`config.mk`:
```
export PLATFORM = sky130hd
export DESIGN_NAME = texel_format_converter_flat
export DESIGN_NICKNAME = d
export VERILOG_FILES = /design/src/tfc_pkg.sv /design/src/tfc_if.sv /design/src/texel_format_converter.sv /design/src/tfc_convert.sv /design/src/tfc_position.sv /design/src/flat_wrapper.sv
export SDC_FILE = /design/constraint.sdc
export NUM_CORES = 1
export LEC_CHECK = 0
export ABC_AREA = 1
export CORE_ASPECT_RATIO = 1.4
export CORE_MARGIN = 3
export CORE_UTILIZATION = 56
export DETAILED_ROUTE_END_ITERATION = 10
export DONT_BUFFER_PORTS = 1
export PLACE_DENSITY_LB_ADDON = 0.2
export SYNTH_ARGS = -nofsm -noshare
export SYNTH_HDL_FRONTEND = slang
export SYNTH_HIERARCHICAL = 1
export SYNTH_SLANG_ARGS = --single-unit
```
`constraint.sdc`:
```
create_clock -name clk -period 16.6 [get_ports clk]
set_input_delay 1.66 -clock clk [delete_from_list [all_inputs] [get_ports clk]]
set_output_delay 1.66 -clock clk [all_outputs]
set_load 0.02 [all_outputs]
```
`src/tfc_pkg.sv`:
```
package tfc_pkg;

    // Default image size limits
    localparam int TFC_MAX_WIDTH  = 4096;
    localparam int TFC_MAX_HEIGHT = 4096;

    // Configuration port geometry
    localparam int CFG_INDEX_W = 3;
    localparam int CFG_DATA_W  = 13;
    localparam int SIZE_W      = 13;

    // Configuration register indexes
    localparam logic [CFG_INDEX_W-1:0] CFG_FORMAT_MODE    = 3'd0;
    localparam logic [CFG_INDEX_W-1:0] CFG_CHANNEL_SOURCE = 3'd1;
    localparam logic [CFG_INDEX_W-1:0] CFG_PAD_ROWS       = 3'd2;
    localparam logic [CFG_INDEX_W-1:0] CFG_IMAGE_WIDTH    = 3'd3;
    localparam logic [CFG_INDEX_W-1:0] CFG_IMAGE_HEIGHT   = 3'd4;

    // Single byte channel sources; other codes give a zero byte
    localparam logic [2:0] SRC_RED   = 3'd0;
    localparam logic [2:0] SRC_GREEN = 3'd1;
    localparam logic [2:0] SRC_BLUE  = 3'd2;
    localparam logic [2:0] SRC_AVG   = 3'd3;
    localparam logic [2:0] SRC_ALPHA = 3'd4;

    // Reset values of the configuration registers
    localparam logic [2:0]        RST_CHANNEL_SOURCE = SRC_AVG;
    localparam logic              RST_PAD_ROWS       = 1'b1;
    localparam logic [SIZE_W-1:0] RST_IMAGE_WIDTH    = 13'd256;
    localparam logic [SIZE_W-1:0] RST_IMAGE_HEIGHT   = 13'd256;

    // Byte counts
    localparam logic [2:0] BYTES_ONE  = 3'd1;
    localparam logic [2:0] BYTES_TWO  = 3'd2;
    localparam logic [2:0] BYTES_FOUR = 3'd4;

    // Reciprocal of three for the channel average: floor(s * 683 / 2048)
    localparam logic [19:0] RECIP3_MUL   = 20'd683;
    localparam int          RECIP3_SHIFT = 11;

    typedef enum logic [2:0] {
        MODE_PASS        = 3'd0,
        MODE_RGB565      = 3'd1,
        MODE_RGBA4444    = 3'd2,
        MODE_RGBA5551    = 3'd3,
        MODE_TO_BYTE     = 3'd4,
        MODE_BYTE_ALIGN  = 3'd5,
        MODE_RG_ALIGN    = 3'd6,
        MODE_TO_RG       = 3'd7
    } mode_t;

    // Converted texel and the padding it needs at a row end
    typedef struct packed {
        logic [31:0] data;
        logic [2:0]  bytes;
        logic [2:0]  pad_bytes;
    } conv_t;

    // Image position status for the texel at hand
    typedef struct packed {
        logic       row_end;
        logic       img_end;
        logic [1:0] width_low;
    } pos_t;

endpackage

```
`src/tfc_if.sv`:
```
// Input texel stream
interface tfc_texel_if;
    logic        valid;
    logic        ready;
    logic [31:0] texel_word;

    modport source (output valid, output texel_word, input ready);
    modport sink   (input valid, input texel_word, output ready);
endinterface

// Converted result stream
interface tfc_result_if;
    logic        valid;
    logic        ready;
    logic [31:0] out_data;
    logic [2:0]  byte_count;
    logic        is_padding;
    logic        end_of_image;
    logic        last_of_run;

    modport source (output valid, output out_data, output byte_count, output is_padding,
                    output end_of_image, output last_of_run, input ready);
    modport sink   (input valid, input out_data, input byte_count, input is_padding,
                    input end_of_image, input last_of_run, output ready);
endinterface

```
`src/texel_format_converter.sv`:
```
// Path: a texel beat is captured in the input register, then moved into the result register.
// Throughput: one texel per cycle while the receiver is ready; a row that ends with a padding
// result stalls the input while the result register holds the texel and padding results in turn.
// Reset: rst_n clears the column and row counters and the pipeline valid bits, and sets
// the configuration to pass-through, average source, row padding on and a 256 x 256 image.
module texel_format_converter #(
    parameter int MAX_WIDTH  = tfc_pkg::TFC_MAX_WIDTH,
    parameter int MAX_HEIGHT = tfc_pkg::TFC_MAX_HEIGHT
) (
    input  logic                            clk,
    input  logic                            rst_n,
    input  logic                            cfg_we,
    input  logic [tfc_pkg::CFG_INDEX_W-1:0] cfg_index,
    input  logic [tfc_pkg::CFG_DATA_W-1:0]  cfg_data,
    tfc_texel_if.sink                       texel_in,
    tfc_result_if.source                    result_out
);
    import tfc_pkg::*;

    // Configuration registers
    mode_t             format_mode_reg;
    logic [2:0]        channel_source_reg;
    logic              pad_rows_reg;
    logic [SIZE_W-1:0] image_width_reg;
    logic [SIZE_W-1:0] image_height_reg;

    // Input register
    logic        in_valid_reg;
    logic        in_valid_next;
    logic [31:0] in_word_reg;

    // Result register: the texel result and the padding result behind it
    logic        main_valid_reg;
    logic        main_valid_next;
    logic        pad_valid_reg;
    logic        pad_valid_next;
    logic [31:0] main_data_reg;
    logic [2:0]  main_bytes_reg;
    logic        main_eoi_reg;
    logic        main_last_reg;
    logic [2:0]  pad_bytes_reg;
    logic        pad_eoi_reg;

    conv_t conv;
    pos_t  pos;
    logic  in_beat;
    logic  out_beat;
    logic  result_free;
    logic  advance;
    logic  has_pad;

    // Configuration writes
    always_ff @(posedge clk or negedge rst_n)
    begin
        if (!rst_n)
        begin
            format_mode_reg    <= MODE_PASS;
            channel_source_reg <= RST_CHANNEL_SOURCE;
            pad_rows_reg       <= RST_PAD_ROWS;
            image_width_reg    <= RST_IMAGE_WIDTH;
            image_height_reg   <= RST_IMAGE_HEIGHT;
        end
        else if (cfg_we)
        begin
            unique case (cfg_index)
                CFG_FORMAT_MODE:    format_mode_reg    <= mode_t'(cfg_data[2:0]);
                CFG_CHANNEL_SOURCE: channel_source_reg <= cfg_data[2:0];
                CFG_PAD_ROWS:       pad_rows_reg       <= cfg_data[0];
                CFG_IMAGE_WIDTH:    image_width_reg    <= cfg_data[SIZE_W-1:0];
                CFG_IMAGE_HEIGHT:   image_height_reg   <= cfg_data[SIZE_W-1:0];
                default:            ;
            endcase
        end
    end

    // Handshake: the input register moves on once the result register will be empty
    assign out_beat    = result_out.valid && result_out.ready;
    assign result_free = (!main_valid_reg && !pad_valid_reg) ||
                         (result_out.ready && (main_valid_reg ^ pad_valid_reg));
    assign advance     = in_valid_reg && result_free;
    assign texel_in.ready = !in_valid_reg || advance;
    assign in_beat     = texel_in.valid && texel_in.ready;

    tfc_convert u_convert (
        .texel_word     (in_word_reg),
        .format_mode    (format_mode_reg),
        .channel_source (channel_source_reg),
        .pad_rows       (pad_rows_reg),
        .width_low      (pos.width_low),
        .conv           (conv)
    );

    tfc_position #(
        .MAX_WIDTH  (MAX_WIDTH),
        .MAX_HEIGHT (MAX_HEIGHT)
    ) u_position (
        .clk          (clk),
        .rst_n        (rst_n),
        .image_width  (image_width_reg),
        .image_height (image_height_reg),
        .advance      (advance),
        .pos          (pos)
    );

    assign has_pad = pos.row_end && (conv.pad_bytes != 3'd0);

    // Valid bits of the input and result registers
    always_comb
    begin
        in_valid_next   = in_valid_reg;
        main_valid_next = main_valid_reg;
        pad_valid_next  = pad_valid_reg;
        if (in_beat)
        begin
            in_valid_next = 1'b1;
        end
        else if (advance)
        begin
            in_valid_next = 1'b0;
        end
        if (advance)
        begin
            main_valid_next = 1'b1;
            pad_valid_next  = has_pad;
        end
        else if (out_beat)
        begin
            if (main_valid_reg)
            begin
                main_valid_next = 1'b0;
            end
            else
            begin
                pad_valid_next = 1'b0;
            end
        end
    end

    always_ff @(posedge clk or negedge rst_n)
    begin
        if (!rst_n)
        begin
            in_valid_reg   <= 1'b0;
            main_valid_reg <= 1'b0;
            pad_valid_reg  <= 1'b0;
        end
        else
        begin
            in_valid_reg   <= in_valid_next;
            main_valid_reg <= main_valid_next;
            pad_valid_reg  <= pad_valid_next;
        end
    end

    // Payload registers
    always_ff @(posedge clk)
    begin
        if (in_beat)
        begin
            in_word_reg <= texel_in.texel_word;
        end
        if (advance)
        begin
            main_data_reg  <= conv.data;
            main_bytes_reg <= conv.bytes;
            main_eoi_reg   <= pos.img_end && !has_pad;
            main_last_reg  <= !has_pad;
            pad_bytes_reg  <= conv.pad_bytes;
            pad_eoi_reg    <= pos.img_end;
        end
    end

    // Present the texel result first, then the padding result
    assign result_out.valid        = main_valid_reg || pad_valid_reg;
    assign result_out.out_data     = main_valid_reg ? main_data_reg : 32'd0;
    assign result_out.byte_count   = main_valid_reg ? main_bytes_reg : pad_bytes_reg;
    assign result_out.is_padding   = !main_valid_reg;
    assign result_out.end_of_image = main_valid_reg ? main_eoi_reg : pad_eoi_reg;
    assign result_out.last_of_run  = main_valid_reg ? main_last_reg : 1'b1;

    // A padding result is always zero data.
    assert property (@(posedge clk) disable iff (!rst_n)
        result_out.valid && result_out.is_padding |-> result_out.out_data == 32'd0)
        else $error("padding result carries nonzero data");

    // A result that does not close its run must have a padding result waiting behind it.
    assert property (@(posedge clk) disable iff (!rst_n)
        result_out.valid && !result_out.last_of_run |-> pad_valid_reg)
        else $error("open run without a pending padding result");

    // The end of the image is only flagged on the last result of a run.
    assert property (@(posedge clk) disable iff (!rst_n)
        result_out.valid && result_out.end_of_image |-> result_out.last_of_run)
        else $error("end of image flagged before the run is complete");

    // A texel moved out of the input register shows up as a texel result next cycle.
    assert property (@(posedge clk) disable iff (!rst_n)
        advance |=> main_valid_reg)
        else $error("converted texel lost on its way to the result register");

endmodule

```
`src/tfc_convert.sv`:
```
module tfc_convert (
    input  logic [31:0]    texel_word,
    input  tfc_pkg::mode_t format_mode,
    input  logic [2:0]     channel_source,
    input  logic           pad_rows,
    input  logic [1:0]     width_low,
    output tfc_pkg::conv_t conv
);
    import tfc_pkg::*;

    logic [7:0]  red;
    logic [7:0]  green;
    logic [7:0]  blue;
    logic [7:0]  alpha;
    logic [9:0]  rgb_sum;
    logic [19:0] avg_prod;
    logic [7:0]  avg;
    logic [7:0]  single;

    assign red   = texel_word[7:0];
    assign green = texel_word[15:8];
    assign blue  = texel_word[23:16];
    assign alpha = texel_word[31:24];

    // Average of the color channels, divided by three through a reciprocal multiply
    assign rgb_sum  = 10'(red) + 10'(green) + 10'(blue);
    assign avg_prod = 20'(rgb_sum) * RECIP3_MUL;
    assign avg      = avg_prod[RECIP3_SHIFT +: 8];

    // Single byte channel selection
    always_comb
    begin
        unique case (channel_source)
            SRC_RED:   single = red;
            SRC_GREEN: single = green;
            SRC_BLUE:  single = blue;
            SRC_AVG:   single = avg;
            SRC_ALPHA: single = alpha;
            default:   single = 8'd0;
        endcase
    end

    // Format conversion and row padding amount
    always_comb
    begin
        conv.pad_bytes = 3'd0;
        unique case (format_mode)
            MODE_PASS:
            begin
                conv.data  = texel_word;
                conv.bytes = BYTES_FOUR;
            end
            MODE_RGB565:
            begin
                conv.data  = {16'd0, red[7:3], green[7:2], blue[7:3]};
                conv.bytes = BYTES_TWO;
            end
            MODE_RGBA4444:
            begin
                conv.data  = {16'd0, red[7:4], green[7:4], blue[7:4], alpha[7:4]};
                conv.bytes = BYTES_TWO;
            end
            MODE_RGBA5551:
            begin
                conv.data  = {16'd0, red[7:3], green[7:3], blue[7:3], alpha[7]};
                conv.bytes = BYTES_TWO;
            end
            MODE_TO_BYTE:
            begin
                conv.data  = {24'd0, single};
                conv.bytes = BYTES_ONE;
            end
            MODE_BYTE_ALIGN:
            begin
                // Pad the row up to a multiple of four bytes.
                conv.data      = {24'd0, red};
                conv.bytes     = BYTES_ONE;
                conv.pad_bytes = {1'b0, 2'(~width_low + 2'd1)};
            end
            MODE_RG_ALIGN:
            begin
                conv.data      = {16'd0, texel_word[15:0]};
                conv.bytes     = BYTES_TWO;
                conv.pad_bytes = width_low[0] ? BYTES_TWO : 3'd0;
            end
            MODE_TO_RG:
            begin
                conv.data      = {16'd0, texel_word[15:0]};
                conv.bytes     = BYTES_TWO;
                conv.pad_bytes = (width_low[0] && pad_rows) ? BYTES_TWO : 3'd0;
            end
        endcase
    end

endmodule

```
`src/tfc_position.sv`:
```
module tfc_position #(
    parameter int MAX_WIDTH  = tfc_pkg::TFC_MAX_WIDTH,
    parameter int MAX_HEIGHT = tfc_pkg::TFC_MAX_HEIGHT
) (
    input  logic                       clk,
    input  logic                       rst_n,
    input  logic [tfc_pkg::SIZE_W-1:0] image_width,
    input  logic [tfc_pkg::SIZE_W-1:0] image_height,
    input  logic                       advance,
    output tfc_pkg::pos_t              pos
);
    import tfc_pkg::*;

    localparam int CW = $clog2(MAX_WIDTH);
    localparam int WW = $clog2(MAX_WIDTH + 1);
    localparam int RW = (MAX_HEIGHT > 1) ? $clog2(MAX_HEIGHT) : 1;
    localparam int HW = $clog2(MAX_HEIGHT + 1);

    logic [CW-1:0] col_reg;
    logic [CW-1:0] col_next;
    logic [RW-1:0] row_reg;
    logic [RW-1:0] row_next;
    logic [31:0]   width_wide;
    logic [31:0]   height_wide;
    logic [WW-1:0] width_eff;
    logic [HW-1:0] height_eff;
    logic [WW:0]   col_inc;
    logic [HW:0]   row_inc;

    // Clamp the image size: zero acts as one, above the maximum acts as the maximum
    assign width_wide  = (image_width == '0) ? 32'd1 :
                         (32'(image_width) > 32'(MAX_WIDTH)) ? 32'(MAX_WIDTH) :
                         32'(image_width);
    assign height_wide = (image_height == '0) ? 32'd1 :
                         (32'(image_height) > 32'(MAX_HEIGHT)) ? 32'(MAX_HEIGHT) :
                         32'(image_height);
    assign width_eff   = width_wide[WW-1:0];
    assign height_eff  = height_wide[HW-1:0];

    // Row and image end detection
    assign col_inc       = (WW+1)'(col_reg) + (WW+1)'(1);
    assign row_inc       = (HW+1)'(row_reg) + (HW+1)'(1);
    assign pos.row_end   = col_inc >= {1'b0, width_eff};
    assign pos.img_end   = pos.row_end && (row_inc >= {1'b0, height_eff});
    assign pos.width_low = width_eff[1:0];

    // Counter update for each converted texel
    always_comb
    begin
        col_next = col_reg;
        row_next = row_reg;
        if (advance)
        begin
            if (pos.row_end)
            begin
                col_next = '0;
                row_next = pos.img_end ? '0 : row_inc[RW-1:0];
            end
            else
            begin
                col_next = col_inc[CW-1:0];
            end
        end
    end

    always_ff @(posedge clk or negedge rst_n)
    begin
        if (!rst_n)
        begin
            col_reg <= '0;
            row_reg <= '0;
        end
        else
        begin
            col_reg <= col_next;
            row_reg <= row_next;
        end
    end

endmodule

```
`src/flat_wrapper.sv`:
```
// flat-port wrapper written by rule: the top's interface ports become plain ports
module texel_format_converter_flat import tfc_pkg::*;
#(
    parameter int MAX_WIDTH  = tfc_pkg::TFC_MAX_WIDTH,
    parameter int MAX_HEIGHT = tfc_pkg::TFC_MAX_HEIGHT
)
  (clk, rst_n, cfg_we, cfg_index, cfg_data, texel_in_valid, texel_in_texel_word, texel_in_ready, result_out_valid, result_out_out_data, result_out_byte_count, result_out_is_padding, result_out_end_of_image, result_out_last_of_run, result_out_ready);
  tfc_texel_if texel_in_i ();
  tfc_result_if result_out_i ();
  input  logic clk;
  input  logic rst_n;
  input  logic cfg_we;
  input  logic [tfc_pkg::CFG_INDEX_W-1:0] cfg_index;
  input  logic [tfc_pkg::CFG_DATA_W-1:0] cfg_data;
  input wire logic [$bits(texel_in_i.valid)-1:0] texel_in_valid;
  input wire logic [$bits(texel_in_i.texel_word)-1:0] texel_in_texel_word;
  output wire logic [$bits(texel_in_i.ready)-1:0] texel_in_ready;
  output wire logic [$bits(result_out_i.valid)-1:0] result_out_valid;
  output wire logic [$bits(result_out_i.out_data)-1:0] result_out_out_data;
  output wire logic [$bits(result_out_i.byte_count)-1:0] result_out_byte_count;
  output wire logic [$bits(result_out_i.is_padding)-1:0] result_out_is_padding;
  output wire logic [$bits(result_out_i.end_of_image)-1:0] result_out_end_of_image;
  output wire logic [$bits(result_out_i.last_of_run)-1:0] result_out_last_of_run;
  input wire logic [$bits(result_out_i.ready)-1:0] result_out_ready;
  assign texel_in_i.valid = texel_in_valid;
  assign texel_in_i.texel_word = texel_in_texel_word;
  assign texel_in_ready = texel_in_i.ready;
  assign result_out_valid = result_out_i.valid;
  assign result_out_out_data = result_out_i.out_data;
  assign result_out_byte_count = result_out_i.byte_count;
  assign result_out_is_padding = result_out_i.is_padding;
  assign result_out_end_of_image = result_out_i.end_of_image;
  assign result_out_last_of_run = result_out_i.last_of_run;
  assign result_out_i.ready = result_out_ready;
  texel_format_converter #(.MAX_WIDTH(MAX_WIDTH), .MAX_HEIGHT(MAX_HEIGHT)) u_core (.clk(clk), .rst_n(rst_n), .cfg_we(cfg_we), .cfg_index(cfg_index), .cfg_data(cfg_data), .texel_in(texel_in_i), .result_out(result_out_i));
endmodule
```
==> results.py <==
metrics = {
    "drt": {
        "total_length_of_routed_wires_mm": 22.4,
        "drt_via_density": 5.36,
        "dr_total_vias": 7465,
        "detailedRoute.firstIterationViolations": 505,
        "drt_first_pass_iters": 5,
        "avgRoutedWirePerCell_um": 16.0,
        "drcViolationCount": 0,
        "drtAntennaViolNets": 0,
    },
    "logic_synthesis": {
        "syn_nets": 1321,
        "synthesis.yosys.warnings": 6,
        "synth_area_per_cell_sq_um": 8.47,
        "post_synth_fa_ha_maj_area_fraction_pct": 18.3,
        "fraction_of_synthesized_cell_area_in_xor_and_xnor_cells_pct": 2.76,
        "share_of_synthesized_flip_flops_with_an_asynchronous_set_or_reset_pct": 45.1,
        "netlist-cell-type-count": 48,
        "synthMuxAreaShare_pct": 0,
        "synth_compound_area_share_pct": 9.67,
        "count_of_flip_flops_with_a_built_in_enable_after_synthesis": 73,
        "synth_area_sq_um": 9690,
        "dominant_combinational_cell_family_by_area_after_synthesis": "simple AND/OR/NAND/NOR gates",
        "dominantRegCellSynth": "sky130_fd_sc_hd__edfxtp_1",
        "netlist_instances": 1144,
        "ys_ff_latch": 133,
        "synth.yosys.seq_area_share_pct": 38.2,
        "simple_gate_area_share_of_the_yosys_netlist_pct": 21.2,
    },
    "critical_path": {
        "startpoint_type": "flop",
        "critical_path_class": "flop to flop",
        "worst-endpoint-arrival_ns": 6.61,
        "sort_of_element_at_the_end_of_the_critical_path": "flop",
        "timing.critical_path.slowest_stage_cell": "sky130_fd_sc_hd__fa_1",
        "timing.reg2reg.worst_path_depth": 28,
        "critPathMaxFanout": 4,
        "max_stage_delay_on_crit_path_ns": 0.55,
        "critical_path_required_ns": 16.88,
    },
    "hold_path": {
        "holdCritPathClass": "flop to flop",
        "hold_path_depth": 2,
    },
    "floorplanning": {
        "die_w_um": 117,
        "die_height_um": 162,
        "start_util_pct": 57.4,
        "die_area_sq_um": 18900,
        "floorplan.core_area_sq_um": 16900,
        "std_cell_rows": 56,
        "pin_count": 93,
    },
    "timing": {
        "finClkSkew_ns": 0.0144,
        "rsz0062_at_grt": "false",
        "hold_viol_final": 0,
        "fin_crit_sh_pct": 38.2,
        "timing.fmax_mhz": 158,
        "report.final.slew_viol_count": 0,
        "finalSetupTns_ns": 0,
        "fin_crit_ns": 6.34,
        "relSlewSlack_pct": 28.2,
        "timing_worst_slew_pin_value_ns": 1.07,
        "fin_worst_hold_slack_ns": 0.475,
        "final-setup-viol-count": 0,
    },
    "global_routing": {
        "grt_max_degree": 62,
        "first_global_vias": 7517,
        "wire_length_of_the_first_global_routing_pass_mm": 36.6,
        "global_route.overflow_total": 0,
        "global_route.usage.total_pct": 24.9,
        "number_of_antenna_violations_at_the_first_check_in_global_routing": 4,
    },
    "final_layout": {
        "net_count_of_the_finished_layout": 1324,
        "final_layout_size_suffix_gt1_share_pct": 9.05,
        "final_cell_count_no_fill": 1394,
        "fin_util_pct": 61.9,
        "area_growth_from_synthesis_to_layout_pct": 7.94,
    },
    "clock_tree": {
        "tritoncts": "yes",
        "post_cts_buffers": 0,
        "cts_max_path_buffers": 2,
        "worstSkewPairLatency_ns": 0.42,
        "clockRootBuffer": "sky130_fd_sc_hd__clkbuf_16",
        "clock_sinks": 133,
        "ctsHoldBuffers": 0,
        "number_of_gates_given_a_new_drive_strength_after_cts": 0,
        "numCtsBuffers": 17,
        "htreeDepth": 4,
        "clkTransAtPathRegs_ns": 0.06,
    },
    "run": {
        "drv_cap": 0,
    },
    "placement": {
        "placedCellCount": 1360,
        "hpwlAfterDp_mm": 17.3,
        "port-buffer-count": 0,
        "globalplace.congestion": 0.941,
    },
    "outcome": {
        "outcome": "finished clean",
    },
}
[path summary, 6_finish.rpt]
check / startpoint / to / slack (ns)
worst max-delay path: u_core/in_word_reg[19] / u_core/main_data_reg[7] / 10.26
min in group asynchronous: rst_n / u_core/u_position/col_reg[5] / 0.93
worst min-delay path: u_core/pad_valid_reg / u_core/pad_valid_reg / 0.47
worst min register to register: u_core/pad_valid_reg / u_core/pad_valid_reg / 0.47
worst max register to register: u_core/in_word_reg[19] / u_core/main_data_reg[7] / 10.26
max in group asynchronous: rst_n / u_core/channel_source_reg[1] / 15.47
[layout make-up]
class | count | area, sq um
multi-input combinational | 778 | 5040
antenna | 2 | 5.00
sequential | 133 | 3700
inverter | 214 | 803
fill | 1457 | 6430
clock inverter | 14 | 165
clock buffer | 18 | 429
tap | 232 | 290
timing repair buffer | 3 | 22.5
[cell usage after synthesis, drive strengths merged (19+ instances only)]
master	instances	area share [%]
a21oi	35	1.8
buf	19	1.5
dfrtp	55	14
edfxtp	73	23
fa	30	6.2
ha	94	12
inv	213	8.3
nand2	324	13
nand3	40	2.4
nor2	83	3.8
o21ai	68	4.2
xor2	20	1.9
[critical path, delay by kind of cell (launching register included)]
family | cells | cell delay, ns
buffers and inverters | 2 | 0.09
adder cells (fa/ha/maj) | 8 | 3.35
flip-flops | 1 | 0.47
AND/OR/NAND/NOR | 10 | 0.81
XOR/XNOR | 1 | 0.41
AO/OA/AOI/OAI | 7 | 1.05
[per-layer routing]
metal / global-route usage [%] / vias to the layer above / share of wire [%]
met5: 0 / - / 0.10
met4: 10.3 / 4 / 3.7
met3: 6.18 / 56 / 5.1
met2: 44.2 / 234 / 53
met1: 27.9 / 3464 / 39
li1: - / 3707 / -
[cells in the final DEF, fill, tap and decap left out, types with 5 or more instances in the layout]
| cell type | count |
|---|---|
| sky130_fd_sc_hd__xnor2_1 | 6 |
| sky130_fd_sc_hd__a211oi_1 | 6 |
| sky130_fd_sc_hd__o21ai_0 | 35 |
| sky130_fd_sc_hd__o21ai_2 | 18 |
| sky130_fd_sc_hd__a221oi_1 | 10 |
| sky130_fd_sc_hd__fa_1 | 30 |
| sky130_fd_sc_hd__nand3_1 | 35 |
| sky130_fd_sc_hd__inv_2 | 6 |
| sky130_fd_sc_hd__dfrtp_1 | 55 |
| sky130_fd_sc_hd__nand2_1 | 307 |
| sky130_fd_sc_hd__dfstp_2 | 5 |
| sky130_fd_sc_hd__nand4_1 | 15 |
| sky130_fd_sc_hd__nor2_2 | 9 |
| sky130_fd_sc_hd__nand2_2 | 14 |
| sky130_fd_sc_hd__inv_1 | 207 |
| sky130_fd_sc_hd__inv_6 | 5 |
| sky130_fd_sc_hd__a21oi_1 | 35 |
| sky130_fd_sc_hd__o22ai_1 | 15 |
| sky130_fd_sc_hd__ha_1 | 94 |
| sky130_fd_sc_hd__o21bai_1 | 5 |
| sky130_fd_sc_hd__nor4_1 | 6 |
| sky130_fd_sc_hd__edfxtp_1 | 73 |
| sky130_fd_sc_hd__clkbuf_16 | 17 |
| sky130_fd_sc_hd__o21ai_1 | 15 |
| sky130_fd_sc_hd__xor2_1 | 19 |
| sky130_fd_sc_hd__nor2_1 | 70 |
[per-stage QoR]
| step | worst slack (ns) | instance area (sq um) |
|---|---|---|
| finish | 10.26 | 10500 |
| global route | 9.85 | 10500 |
| CTS | 10.24 | 10500 |
| detailed placement | 10.28 | 9860 |
| global placement | 10.34 | 9860 |
| floorplan | 10.88 | 9690 |
[kinds of logic after synthesis]
family / after synthesis
xor gates and xnor gates: 28
adders and majority gates: 124
DFF: 133
buffers and inverters: 233
AOI/OAI and AO/OA: 150
and+or+nand+nor: 475
other: 1
Power is not shown: default switching activity piles up to over one toggle a cycle in this logic, so the estimate is an artifact.
